<file path="src/design/lzrc_fifo.sv">
// ----------------------------------------------------------------------------
// lzrc_fifo
// Small register queue with full and empty flags.
// ----------------------------------------------------------------------------
`timescale 1ns / 1ps
`default_nettype none

module lzrc_fifo #(
  parameter int unsigned WIDTH = 8,
  parameter int unsigned DEPTH = 2
) (
  input  wire logic             clk_i,
  input  wire logic             rst_ni,
  input  wire logic             push_i,
  input  wire logic [WIDTH-1:0] data_i,
  output logic                  full_o,
  input  wire logic             pop_i,
  output logic [WIDTH-1:0]      data_o,
  output logic                  empty_o
);

  localparam int unsigned PtrW = (DEPTH > 1) ? $clog2(DEPTH) : 1;
  localparam int unsigned CntW = $clog2(DEPTH + 1);
  localparam logic [PtrW-1:0] PtrLast = PtrW'(DEPTH - 1);
  localparam logic [CntW-1:0] CntFull = CntW'(DEPTH);

  logic [WIDTH-1:0] mem_q [DEPTH];
  logic [PtrW-1:0]  wr_q, rd_q;
  logic [CntW-1:0]  cnt_q;
  logic             do_push, do_pop;

  assign full_o  = (cnt_q == CntFull);
  assign empty_o = (cnt_q == '0);
  assign data_o  = mem_q[rd_q];
  assign do_push = push_i && !full_o;
  assign do_pop  = pop_i && !empty_o;

  always_ff @(posedge clk_i or negedge rst_ni) begin
    if (!rst_ni) begin
      wr_q  <= '0;
      rd_q  <= '0;
      cnt_q <= '0;
    end else begin
      if (do_push) begin
        wr_q <= (wr_q == PtrLast) ? '0 : wr_q + 1'b1;
      end
      if (do_pop) begin
        rd_q <= (rd_q == PtrLast) ? '0 : rd_q + 1'b1;
      end
      if (do_push && !do_pop) begin
        cnt_q <= cnt_q + 1'b1;
      end else if (do_pop && !do_push) begin
        cnt_q <= cnt_q - 1'b1;
      end
    end
  end

  always_ff @(posedge clk_i) begin
    if (do_push) begin
      mem_q[wr_q] <= data_i;
    end
  end

endmodule

`default_nettype wire

</file>
<file path="config.mk">
export PLATFORM = sky130hd
export DESIGN_NAME = lzrc_fifo
export DESIGN_NICKNAME = d
export VERILOG_FILES = /design/src/design/lzrc_fifo.sv
export SDC_FILE = /design/constraint.sdc
export NUM_CORES = 1
export LEC_CHECK = 0
export ABC_AREA = 1
export BUFFER_PORTS_ARGS = -buffer_cell sky130_fd_sc_hd__buf_2
export CAP_MARGIN = 20
export CORE_UTILIZATION = 44
export DETAILED_ROUTE_END_ITERATION = 8
export PLACE_DENSITY_LB_ADDON = 0.08
export SYNTH_ARGS = -nofsm -noshare
export SYNTH_HDL_FRONTEND = slang
export SYNTH_SLANG_ARGS = --single-unit
</file>
<file path="constraint.sdc">
create_clock -name clk_i -period 1.3 [get_ports clk_i]
set_clock_uncertainty 0.1 [all_clocks]
set_input_delay 0.39 -clock clk_i [delete_from_list [all_inputs] [get_ports clk_i]]
set_output_delay 0.39 -clock clk_i [all_outputs]
set_load 0.005 [all_outputs]
</file>
; Yosys cells after proc, flatten, opt, wreduce, memory -nomap -nowiden
; Memories as Yosys holds them, arrays and structs flattened.
; Cells that the tools add are included.
[totals]
regBits = 4
ramBits = 16
in_bits = 12
n_memories = 1
[classes]
addsub = 4
eq_ne = 1
mux = 6
reduce_logical = 10
[mem_list]
columns = name, words, word_bits, read_ports, rd_ports_with_merged_regs, wr, line
row1 = mem_q, 2, 8, 1, 0, 1, 27  ; logic [WIDTH-1:0] mem_q [DEPTH];
[op_table]
columns = op, n
row1 = logical AND 1 bit, 4
row2 = logical NOT 1 bit, 4
row3 = two-way mux 1 bit, 4
row4 = two-way mux 2 bit, 2
row5 = "adder 1 bit, second input constant", 2
row6 = "adder 2 x 1 -> 2 bit, second input constant", 1
row7 = "== test 2 bit, second input constant", 1
row8 = logical NOT 2 bit, 1
row9 = nonzero test 2 bit, 1
row10 = "subtractor 2 x 1 -> 2 bit, second input constant", 1

; Longest topological paths before layout
[depth]
word_depth = 7
ltp_mapped = 9

; Worst setup path before layout
; OpenSTA, ideal clock, no wires.
[synth_timing]
kind = register to register
from = register cnt_q[1]
to = memory mem_q[1][0], enable pin
setup_time_ns = 0.371
t_arrival_ns = 0.951
slack_ns = -0.122
stages_incl_launch_ff = 4
n_path_buf = 0
period_less_slack_ns = 1.422
cell_sequence = dfrtp_1 > inv_1 > o21ai_0 > nor2_1
[synth_via]
elab_chain_len = 5
[synth_rtl]
columns = item, line
row1 = "start, declared", 29  ; logic [CntW-1:0] cnt_q;
row2 = "start signal, assigned", 51  ; cnt_q <= cnt_q + 1'b1;
row3 = "start signal, assigned", 53  ; cnt_q <= cnt_q - 1'b1;
row4 = == test 2 bit, 32  ; assign full_o = (cnt_q == CntFull);
row5 = logical NOT 1 bit, 35  ; assign do_push = push_i && !full_o;
row6 = logical AND 1 bit, 35
row7 = two-way mux 1 bit, 59  ; if (do_push) begin
row8 = two-way mux 1 bit (implied by the code), 60  ; mem_q[wr_q] <= data_i;
row9 = "end, declared", 27
; Every way passes these cells.

; Worst setup path after layout
[layout_timing]
from = register rd_q
to = output data_o[1]
[layout_via]
elab_chain_len = 1
[layout_rtl]
columns = item, line
row1 = "start, declared", 28  ; logic [PtrW-1:0] wr_q, rd_q;
row2 = "start signal, assigned", 48  ; rd_q <= (rd_q == PtrLast) ? '0 : rd_q + 1'b1;
row3 = memory (2 x 8 bit), n/a
row4 = "end, declared", 18  ; output logic [WIDTH-1:0] data_o,
; Every way passes these cells.

==> qor.csv <==
stage,metric,value,unit
setup_path,crit_fanout,5,
sta,period_needed,1.60,ns
routing,detail_route.first_pass.iterations,4,
setup_path,cp-end-kind,primary output,
sta,max_slew_margin,88.6,%
place,dp_hpwl,982,µm
setup_path,rr_worst_depth,10,
yosys,yosys.area_share.simple,20.1,%
routing,drt_iter0_drc,32,
die,pin_count,22,
die,initial_core_util,46.9,%
routing,drc,0,
setup_path,cp_top_family,flip-flops,
sta,setup_viol,29,
sta,hold_ws,0.168,ns
cts,clock_latency,0.29,ns
cells_and_area,area_growth,63.2,%
routing,vias,669,
die,core-area,1730,µm²
die,dieWidth,44.9,µm
sta,grt_setup_unrepaired,yes,
routing,ant_nets,0,
yosys,synth-xor-area-share,1.08,%
cells_and_area,nNetsFinal,133,
grt,grt_pass1_vias,596,
power,p_leak,0.609,nW
grt,grt_max_degree,13,
yosys,yosysSeqAreaShare,71.7,%
grt,grt_pass1_wl,2.60,mm
cts,clk_pin_slew,0.12,ns
setup_path,cp_slowest_stage_delay,0.46,ns
setup_path,cp.required,0.81,ns
yosys,ys_warn_count,0,
cells_and_area,num_antenna_cells,0,
yosys,ys_types,14,
sta,worst_slew_pin_slew,0.171,ns
routing,totalWireLength,1.95,mm
place,place_inst,126,
cells_and_area,stdcell_count,144,
setup_path,path_cells,buf_6 -> nand2_1 -> nand2_1 -> buf_2,
grt,grt.overflow.total,0,
power,power_per_cell_area,2420,nW/µm²
sta,fmax,626,MHz
sta,hold_violations,0,
cts,cts_tree,built,
yosys,synth-seq-cells,20,
setup_path,cp_slowest_cell,dfrtp_2,
die,rows,15,
sta,layout_setup_ws,-0.296,ns
cts,cts_buffer_depth,2,
yosys,syn_area,810,µm²
setup_path,timing.rr.end,cnt_q[1]$_DFFE_PN0P_,
sta,fin_crit_sh,123,%
setup_path,cpMostUsedCell,nand2_1,
cts,cts_root_buf,clkbuf_4,
hold_path,hold_depth,1,
routing,vias_per_cell,4.65,
power,ir_worst_vdd,1.81,mV
setup_path,cp-start-kind,flop,
yosys,synth_mux_area_share,0,%
cells_and_area,fin_util,76.5,%
sta,final-max-slew-violation-count,0,
die,die_h,44.9,µm
cts,cts_sinks,20,
outcome,violations,setup timing,
setup_path,setup.worst_path.end,data_o[1],
cts,cts-buffers-inserted,3,
yosys,syn_nets,86,
yosys,synth_compound_gate_area_share,1.24,%
setup_path,cp.depth,4,
yosys,synth_top_family_by_area,simple AND/OR/NAND/NOR gates,
yosys,syn_inst,73,
place,gp_congestion,0.801,
die,dieArea,2020,µm²
setup_path,worstPathBufferInverterCount,2,
yosys,syn_area_per_cell,11.1,µm²
outcome,status,finished with violations,
setup_path,timing.rr.start,cnt_q[1]$_DFFE_PN0P_,
cts,htreeDepth,1,
power,power,0.00320,W
routing,wire_per_inst,13.5,µm
setup_path,startpoint,rd_q$_DFFE_PN0P_,
flow_run,cap_violations,0,
yosys,synthAdderAreaFrac,1.55,%
place,pre_cts_slack,-0.124,ns
setup_path,arrival,1.11,ns
place,io_buffer_count,21,
hold_path,hold_class,input pin to flop,
grt,antenna_found_initial,0,
cells_and_area,layout-drive-gt1-share,58.8,%
grt,track_usage,18.8,%
setup_path,crit_type,flop to primary output,
setup_path,r2r_slack,-0.23,ns
[metal layers]
metal	routed length (µm)	part of all wire, %	up-vias	track usage [%]
li1	-	-	331	-
met5	0	0	-	0
met4	0	0	0	7.27
met3	61	3.1	0	2.80
met2	1010	52	17	31.8
met1	874	45	321	24.6
[registers in the layout, summed over array words and instances (netlist names)]
name,cells
mem_q,16
cnt_q,2
rd_q,1
wr_q,1
[timing repair]
action,in CTS,in global routing
hold endpoints to repair,4,0
setup buffers,8,7
resized for setup,20,24
setup endpoints to repair,28,29
pin swaps,4,11
hold buffers,1,0
cloned,0,1
[power breakdown]
part	total [W]	leakage, nW	internal (W)	switching, W
Sequential	0.00101	0.195	0.000896	0.000109
Clock	0.000502	0.0279	0.000311	0.000191
Combinational	0.00169	0.386	0.000897	0.000797
[Yosys cell counts]
library cell / count / area, µm²
inv_2: 1 / 3.75
nand2_1: 33 / 124
nor2_1: 2 / 7.51
nand4_1: 1 / 6.26
edfxtp_1: 16 / 480
ha_1: 1 / 12.5
nor2_2: 2 / 12.5
xnor2_1: 1 / 8.76
inv_1: 7 / 26.3
nand3_1: 1 / 5.00
dfrtp_1: 4 / 100
o21ai_0: 2 / 10.0
nand3b_1: 1 / 7.51
buf_2: 1 / 5.00
[layout by cell type (no fill, tap or decap), drive strengths merged]
cell	Yosys	final
buf	1	42
bufinv	0	1
clkbuf	0	3
dfrtp	4	4
dlygate4sd3	0	1
edfxtp	16	16
ha	1	1
inv	8	8
nand2	33	33
nand3	1	1
nand3b	1	1
nand4	1	1
nor2	4	4
o21ai	2	2
xnor2	1	1
[worst min-delay path by stage]
stage                             to  slack, ns  startpoint
4_1_cts        mem_q[0][6]$_DFFE_PP_       0.17   data_i[6]
3_3_place_gp    cnt_q[0]$_DFFE_PN0P_       0.11      rst_ni
6_report       mem_q[0][6]$_DFFE_PP_       0.17   data_i[6]
3_5_place_dp    cnt_q[1]$_DFFE_PN0P_       0.10      rst_ni
5_1_grt        mem_q[0][6]$_DFFE_PP_       0.16   data_i[6]
2_1_floorplan   cnt_q[0]$_DFFE_PN0P_     -0.006      rst_ni
[per-stage QoR]
stage	setup TNS, ns	instance area (µm²)
4_1_cts	-3.18	1200
2_1_floorplan	-0.0474	812
3_5_place_dp	-1.17	1000
6_report	-6.41	1320
5_1_grt	-7.93	1320
3_3_place_gp	-0.942	1000
[logic make-up (layout without fill, tap and decap cells)]
logic type               count (synthesis)  after routing
AND/OR/NAND/NOR                         40             40
XOR/XNOR                                 1              1
buffers and inverters                    9             55
adder cells (fa/ha/maj)                  1              1
flip-flops                              20             20
AO/OA/AOI/OAI                            2              2
[final cells by class]
class                           count  area, µm²
Sequential cell                    20        583
Fill cell                         118        405
Timing Repair Buffer               43        335
Multi-Input combinational cell     44        287
Inverter                            8       32.5
Tap cell                           25       31.3
Clock inverter                      1       30.0
Clock buffer                        3       22.5
No activity file was read; power rests on OpenSTA's default activity.
