`src/design/lzrc_pkg.sv`:
```
// ----------------------------------------------------------------------------
// lzrc_pkg
// Shared types and constants of the LZ range coder decompressor.
// ----------------------------------------------------------------------------
`timescale 1ns / 1ps
`default_nettype none

package lzrc_pkg;

  localparam int unsigned WINDOW_SIZE = 65536;
  localparam int unsigned CTX_COUNT   = 256;
  localparam int unsigned FREQ_DEPTH  = 65536;
  localparam int unsigned QUEUE_DEPTH = 2;

  localparam logic [31:0] RANGE_TOP   = 32'h0100_0000;
  localparam logic [31:0] RANGE_INIT  = 32'hFFFF_FFFF;
  localparam logic [15:0] TOTAL_INIT  = 16'h0100;
  localparam logic [15:0] END_OFFSET  = 16'h0100;
  localparam logic [15:0] COPY_BIAS   = 16'd259;
  localparam logic [8:0]  RUN_BIAS    = 9'd4;
  localparam logic [8:0]  RUN_MAX     = 9'd259;
  localparam logic [7:0]  FILL_BYTE   = 8'hFF;
  localparam logic [3:0]  FLAG_TOKENS = 4'd8;

  typedef enum logic [1:0] {
    CMD_SUPPLY = 2'd0,
    CMD_PULL   = 2'd1,
    CMD_START  = 2'd2,
    CMD_UNUSED = 2'd3
  } command_e;

  typedef enum logic [1:0] {
    OP_SUPPLY,
    OP_PULL,
    OP_START,
    OP_BAD
  } op_e;

  typedef enum logic [2:0] {
    ST_BYTE    = 3'd0,
    ST_NEED    = 3'd1,
    ST_END     = 3'd2,
    ST_CORRUPT = 3'd3,
    ST_ACCEPT  = 3'd4,
    ST_REJECT  = 3'd5,
    ST_STARTED = 3'd6
  } status_e;

  typedef enum logic [1:0] {
    STOP_RUN     = 2'd0,
    STOP_END     = 2'd1,
    STOP_CORRUPT = 2'd2
  } stop_e;

  typedef enum logic [3:0] {
    S_CLEAR,
    S_IDLE,
    S_PULL,
    S_D_TOT,
    S_D_NORM,
    S_D_DIV1,
    S_D_DIV2,
    S_D_SRD,
    S_D_SACC,
    S_D_UPD1,
    S_D_UPD2,
    S_D_RSRD,
    S_D_RSWR,
    S_CP_RD,
    S_CP_WR
  } state_e;

  typedef struct packed {
    logic [1:0] command;
    logic [7:0] data_in;
  } in_t;

  typedef struct packed {
    logic [2:0] status;
    logic [7:0] data_out;
  } out_t;

  typedef struct packed {
    op_e        op;
    logic [7:0] data;
  } cmd_t;

  typedef struct packed {
    logic [31:0] low;
    logic [31:0] value;
    logic [31:0] range;
    logic [15:0] wpos;
    logic [15:0] csrc;
    logic [8:0]  run_left;
    logic        fill;
    logic [7:0]  flags;
    logic [3:0]  flags_left;
    logic [7:0]  mf0;
    logic [7:0]  mf1;
    logic [7:0]  mf2;
    logic [2:0]  phase;
    logic [7:0]  held;
    logic        held_valid;
    logic [1:0]  stop;
    logic [7:0]  last;
    logic [7:0]  ctx;
    logic [15:0] fc;
    logic [15:0] q;
    logic [7:0]  k;
    logic [24:0] s;
    logic [15:0] f;
    logic [15:0] clr;
  } regs_t;

endpackage

`default_nettype wire

```
`src/design/lzrc_fifo.sv`:
```
// ----------------------------------------------------------------------------
// lzrc_fifo
// Small register queue with full and empty flags.
// ----------------------------------------------------------------------------
`timescale 1ns / 1ps
`default_nettype none

module lzrc_fifo #(
  parameter int unsigned WIDTH = 8,
  parameter int unsigned DEPTH = 2
) (
  input  wire logic             clk_i,
  input  wire logic             rst_ni,
  input  wire logic             push_i,
  input  wire logic [WIDTH-1:0] data_i,
  output logic                  full_o,
  input  wire logic             pop_i,
  output logic [WIDTH-1:0]      data_o,
  output logic                  empty_o
);

  localparam int unsigned PtrW = (DEPTH > 1) ? $clog2(DEPTH) : 1;
  localparam int unsigned CntW = $clog2(DEPTH + 1);
  localparam logic [PtrW-1:0] PtrLast = PtrW'(DEPTH - 1);
  localparam logic [CntW-1:0] CntFull = CntW'(DEPTH);

  logic [WIDTH-1:0] mem_q [DEPTH];
  logic [PtrW-1:0]  wr_q, rd_q;
  logic [CntW-1:0]  cnt_q;
  logic             do_push, do_pop;

  assign full_o  = (cnt_q == CntFull);
  assign empty_o = (cnt_q == '0);
  assign data_o  = mem_q[rd_q];
  assign do_push = push_i && !full_o;
  assign do_pop  = pop_i && !empty_o;

  always_ff @(posedge clk_i or negedge rst_ni) begin
    if (!rst_ni) begin
      wr_q  <= '0;
      rd_q  <= '0;
      cnt_q <= '0;
    end else begin
      if (do_push) begin
        wr_q <= (wr_q == PtrLast) ? '0 : wr_q + 1'b1;
      end
      if (do_pop) begin
        rd_q <= (rd_q == PtrLast) ? '0 : rd_q + 1'b1;
      end
      if (do_push && !do_pop) begin
        cnt_q <= cnt_q + 1'b1;
      end else if (do_pop && !do_push) begin
        cnt_q <= cnt_q - 1'b1;
      end
    end
  end

  always_ff @(posedge clk_i) begin
    if (do_push) begin
      mem_q[wr_q] <= data_i;
    end
  end

endmodule

`default_nettype wire

```
`src/design/lzrc_front.sv`:
```
// ----------------------------------------------------------------------------
// lzrc_front
// Takes input words, decodes the command and queues it for the engine.
// ----------------------------------------------------------------------------
`timescale 1ns / 1ps
`default_nettype none

module lzrc_front #(
  parameter int unsigned QueueDepth = lzrc_pkg::QUEUE_DEPTH
) (
  input  wire logic           clk_i,
  input  wire logic           rst_ni,
  input  wire lzrc_pkg::in_t  item_i,
  input  wire logic           push_i,
  output logic                full_o,
  input  wire logic           hold_i,
  output lzrc_pkg::cmd_t      cmd_o,
  output logic                cmd_valid_o,
  input  wire logic           cmd_pop_i
);
  import lzrc_pkg::*;

  cmd_t cmd_in;
  logic q_full, q_empty;
  logic [$bits(cmd_t)-1:0] q_out;

  always_comb begin
    cmd_in.data = item_i.data_in;
    unique case (command_e'(item_i.command))
      CMD_SUPPLY: cmd_in.op = OP_SUPPLY;
      CMD_PULL:   cmd_in.op = OP_PULL;
      CMD_START:  cmd_in.op = OP_START;
      default:    cmd_in.op = OP_BAD;
    endcase
  end

  // No word is taken while the engine sweeps its tables.
  assign full_o = q_full || hold_i;

  lzrc_fifo #(
    .WIDTH($bits(cmd_t)),
    .DEPTH(QueueDepth)
  ) u_cmd_q (
    .clk_i  (clk_i),
    .rst_ni (rst_ni),
    .push_i (push_i && !full_o),
    .data_i (cmd_in),
    .full_o (q_full),
    .pop_i  (cmd_pop_i),
    .data_o (q_out),
    .empty_o(q_empty)
  );

  assign cmd_o       = cmd_t'(q_out);
  assign cmd_valid_o = !q_empty;

endmodule

`default_nettype wire

```
`config.mk`:
```
export PLATFORM = sky130hd
export DESIGN_NAME = lzrc_front
export DESIGN_NICKNAME = d
export VERILOG_FILES = /design/src/design/lzrc_pkg.sv /design/src/design/lzrc_fifo.sv /design/src/design/lzrc_front.sv
export SDC_FILE = /design/constraint.sdc
export NUM_CORES = 1
export LEC_CHECK = 0
export BUFFER_PORTS_ARGS = -buffer_cell sky130_fd_sc_hd__buf_4
export CAP_MARGIN = 20
export CORE_ASPECT_RATIO = 0.8
export CORE_UTILIZATION = 53
export DETAILED_ROUTE_END_ITERATION = 7
export HOLD_SLACK_MARGIN = 0.02
export MAX_ROUTING_LAYER = met4
export PLACE_DENSITY = 0.89
export SLEW_MARGIN = 30
export SYNTH_ARGS = -nofsm -noshare
export SYNTH_HDL_FRONTEND = slang
export SYNTH_HIERARCHICAL = 1
export SYNTH_SLANG_ARGS = --single-unit
```
`constraint.sdc`:
```
create_clock -name clk_i -period 4.2 [get_ports clk_i]
set_clock_uncertainty 0.1 [all_clocks]
set_input_delay 0.84 -clock clk_i [delete_from_list [all_inputs] [get_ports clk_i]]
set_output_delay 0.84 -clock clk_i [all_outputs]
set_load 0.03 [all_outputs]
```
# [Yosys cells after proc, flatten, opt, wreduce, memory -nomap -nowiden]
# Memories as Yosys holds them, arrays and structs flattened.
# Index checks and enable logic that the tools add are counted.
[word_totals] register_bits=4 ramBits=20 output_inout_bits=12 word_cells=32 memories=1
[classes] addsub=4 eq_ne=3 mux=7 n_reduce_logical=14
[memory_table] name="u_cmd_q.mem_q" words=2 word_bits=10 read_ports=1 rd_clocked_by_memory_dff=0 wr=1 line_no="lzrc_fifo.sv:27" text="logic [WIDTH-1:0] mem_q [DEPTH];"
[op_table] cell="case mux 2 bit (3 select lines)" n=1
[op_table] cell="logical AND 1 bit" n=5
[op_table] cell="zero test 1 bit" n=5
[op_table] cell="equality test 2 bit (second input constant)" n=2
[op_table] cell="zero test 2 bit" n=2
[op_table] cell="two-way mux 1 bit" n=4
[op_table] cell="two-way mux 2 bit" n=2
[op_table] cell="adder 1 bit (second input constant)" n=2
[op_table] cell="adder 2 x 1 -> 2 bit (second input constant)" n=1
[op_table] cell="equality test 2 x 1 -> 1 bit (second input constant)" n=1
[op_table] cell="nonzero test 2 bit" n=1
[op_table] cell="subtractor 2 x 1 -> 2 bit (second input constant)" n=1
[op_table] cell="logical OR 1 bit" n=1

# [Logic depth before layout (Yosys ltp)]
[logic_depth] depth_word=9 depth_mapped=9 mapped_depth_nobuf=9

# [By module]
# The synthesis kept the hierarchy.
[modules_own_cells] mod="lzrc_fifo" n_inst=1 cells_per_inst=50 area_each_um2=919.6
[modules_own_cells] mod="lzrc_front" n_inst=1 cells_per_inst=5 area_each_um2=25.0

# [Worst setup path before layout]
# OpenSTA, ideal clock, no wires.
[synth_timing] path_type="input to register" start="input port hold_i" end="memory u_cmd_q/mem_q[0][0] (netlist name) (enable)" setup_time_ns=0.376 arrival_ns=1.655 t_required_ns=3.724 path_slack_ns=2.069 cell_stages=3 n_path_buf=0 path_cell_list="nor3b_1 -> nand2_2 -> nor2_1"
[synth_between] elab_chain_len=6
[synth_lines] element="from (decl)" line_no="lzrc_front.sv:16" text="input wire logic hold_i,"
[synth_lines] element="logical OR 1 bit" line_no="lzrc_front.sv:38" text="assign full_o = q_full || hold_i;"
[synth_lines] element="zero test 1 bit" line_no="lzrc_front.sv:46" text=".push_i (push_i && !full_o),"
[synth_lines] element="logical AND 1 bit" line_no="lzrc_front.sv:46"
[synth_lines] element="logical AND 1 bit" line_no="lzrc_fifo.sv:35" text="assign do_push = push_i && !full_o;"
[synth_lines] element="two-way mux 1 bit" line_no="lzrc_fifo.sv:59" text="if (do_push) begin"
[synth_lines] element="two-way mux 1 bit (not written as such)" line_no="lzrc_fifo.sv:60" text="mem_q[wr_q] <= data_i;"
[synth_lines] element="to (decl)" line_no="lzrc_fifo.sv:27"
# Every way passes these cells.

==> Implementation_results.wiki <==
{| class="wikitable"
! Metric !! Value
|-
| Routed length on met3 || 63 um
|-
| Post-Syn Area || 945 um^2
|-
| Routed length on met1 || 553 um
|-
| Required @ worst endpoint || 3260 ps
|-
| Post-Synthesis Cells || 55
|-
| Cells resized by post-CTS repair || 0
|-
| Number of inserted diodes || 0
|-
| Final number of max-transition violations || 0
|-
| Violation count after the first detailed-routing iteration || 7
|-
| Area growth from synthesis to layout || 24.8%
|-
| Worst hold-check slack || 214 ps
|-
| Maximum net fanout on the critical path || 11
|-
| Number of clock sinks || 24
|-
| Maximum vdd drop || 0.000404 V
|-
| Register bit count reported by yosys || 24
|-
| Number of nets in the final layout || 99
|-
| Final WL || 1320 um
|-
| Outcome || finished clean
|-
| Average cell area after synthesis || 17.2 um^2
|-
| Number of routed nets with antenna violations || 0
|-
| Remaining routing DRC violations || 0
|-
| Critical path launch point type || register
|-
| Final-layout setup total negative slack || 0 ps
|-
| Unrepaired setup endpoints after global routing || no
|-
| Global-route wire length before repair || 2050 um
|-
| Setup crit end kind || primary output
|-
| Maximum level of the CTS H-tree || 1
|-
| Post-DP HPWL || 983 um
|-
| Post-route clock period utilization || 58.1%
|-
| Worst reg-to-reg path cell count || 5
|-
| Worst min-delay path class || in2async
|-
| Clock insertion delay at the later pin of the skew report || 290 ps
|-
| Buffer levels on the longest clock path || 2
|-
| WP data arrival || 1500 ps
|-
| Worst flop-to-flop path endpoint || u_cmd_q/mem_q[0][7]
|-
| Leakage power of the design || 0.475 nW
|-
| Warnings, synthesis || 6
|-
| Post-CTS Hold Buffers || 0
|-
| Normalized max-slew margin || 45.4%
|-
| Worst Path Class, Setup || reg2out
|-
| Die extent in x || 49.2 um
|-
| # rows || 13
|-
| Clock buffers created by TritonCTS || 3
|-
| Drt pass-1 iters || 2
|-
| Finish-stage setup viols || 0
|-
| Final Hold Viols || 0
|-
| Post-synthesis cell type count || 16
|-
| Clock transition at path regs || 110 ps
|-
| Met2 wirelength from detailed routing || 668 um
|-
| Final routed wire length divided by cell count || 12.7 um
|-
| Number of antenna violations at the first check in global routing || 0
|-
| Number of global-route vias before repair || 479
|-
| Overall via count from detail_route || 508
|-
| Reg-to-reg critical path startpoint || u_cmd_q/cnt_q[0]
|-
| Clk root buf || clkbuf_4
|-
| Max_cap viols || 0
|-
| Number of instances in the placed design || 100
|-
| CTS tree || built
|-
| Power per cell area || 618 nW/um^2
|-
| R2r setup slk || 1990 ps
|-
| Total overflow reported by the global router || 0
|-
| Maximum clock rate || 410 MHz
|-
| Routability-driven placement congestion ratio || 0.677
|-
| Measured slew at the worst slew-check pin || 816 ps
|-
| Portion of the post-synthesis area used by sequential elements || 74.2%
|-
| Pin count of the biggest net entering global routing || 14
|-
| Count of pins on the block boundary || 27
|-
| Time the worst path needs with I/O delays and setup || 2440 ps
|-
| Port Buf Inserts || 26
|-
| Starting Density || 57.5%
|-
| Area of the die || 1960 um^2
|-
| Final non-filler cell total || 104
|-
| Chip Height || 39.8 um
|-
| Core area || 1640 um^2
|-
| Drt via density || 4.88
|-
| Layout cell share with drive strength beyond 1 || 36.6%
|-
| Gr usage total || 16.8%
|-
| Setup Buffers After CTS || 0
|-
| Highest routing layer actually used || met4
|-
| Number of nets produced by synthesis || 71
|}
-- metrics by stage --
step | setup WS [ps] | total power [mW] | instance area [um^2] | util (%)
6_report | 1760 | 0.729 | 1180 | 71.7
3_5_place_dp | 1740 | 0.641 | 1150 | 70.1
4_1_cts | 1740 | 0.736 | 1180 | 71.7
2_1_floorplan | 2070 | 0.547 | 945 | -
3_3_place_gp | 1770 | 0.631 | 1150 | 70.1
5_1_grt | 1680 | 0.763 | 1180 | 71.7
-- Yosys cell counts --
cell / number / area, um^2
nor3b_1: 1 / 7.51
inv_1: 3 / 11.3
xor2_1: 2 / 17.5
ha_1: 1 / 12.5
edfxtp_1: 20 / 601
and3_1: 1 / 6.26
clkbuf_1: 2 / 7.51
buf_4: 1 / 7.51
nand2_2: 1 / 6.26
nor2_1: 3 / 11.3
o21ai_1: 1 / 5.00
mux2_1: 10 / 113
xnor2_1: 3 / 26.3
or2_1: 1 / 6.26
nand2b_1: 1 / 6.26
dfrtp_1: 4 / 100
-- layout by cell type, fill, tap and decap left out --
cell type  netlist  layout
buf_4            1      26
edfxtp_1        20      20
mux2_1          10      10
dfrtp_1          4       4
inv_1            3       3
clkbuf_4         0       3
nor2_1           3       3
xnor2_1          3       3
xor2_1           2       2
or2_1            1       1
nor3b_1          1       1
clkbuf_1         2       1
nand2b_1         1       1
nand2_2          1       1
o21ai_1          1       1
and3_1           1       1
ha_1             1       1
-- how the worst max path moves through the flow --
stage / start / endpoint / slack (ps)
after detailed placement: hold_i / u_cmd_q/mem_q[0][9] / 1740
final: u_cmd_q/rd_q / cmd_o[2] / 1760
after floorplan: hold_i / u_cmd_q/mem_q[0][0] / 2070
after global routing: u_cmd_q/rd_q / cmd_o[1] / 1680
after global placement: hold_i / u_cmd_q/mem_q[0][9] / 1770
after CTS: u_cmd_q/rd_q / cmd_o[2] / 1740
-- kinds of logic (layout without fill, tap and decap cells) --
family          count (synthesis)  count (layout)  synth area share, %
compound gates                  1               1                0.529
mux                            10              10                 11.9
buf+inv                         6              33                 2.78
flops                          24              24                 74.2
simple gates                    8               8                 4.64
xor+xnor                        5               5                 4.64
fa+ha+maj                       1               1                 1.32
-- layout make-up --
cell class,count,area [um^2]
sequential,24,701
clock buffer,4,26.3
tap,22,27.5
timing repair buffer,26,195
fill,119,464
multi-input combinational,25,218
inverter,3,11.3
-- critical path, cell delays in order (launching register included) --
cell     delay (ps)
dfrtp_1         650
mux2_1          380
buf_4           170
-- power by group --
group / switching, mW / internal (mW) / total [mW]
sequential: 0.0442 / 0.307 / 0.351
clock: 0.0587 / 0.0370 / 0.0957
combinational: 0.159 / 0.123 / 0.282
total: 0.261 / 0.467 / 0.729
-- registers in the layout, indices dropped and copies added, names as in the netlist --
register and cells:
u_cmd_q/cnt_q 2, u_cmd_q/rd_q 1, u_cmd_q/wr_q 1, u_cmd_q/mem_q 20
-- routing by layer --
layer	global-route usage [%]	up-vias
li1	-	250
met4	13.2	0
met2	28.8	16
met5	-	-
met3	3.10	4
met1	18.1	238
Power figures use the tool's default switching activity.
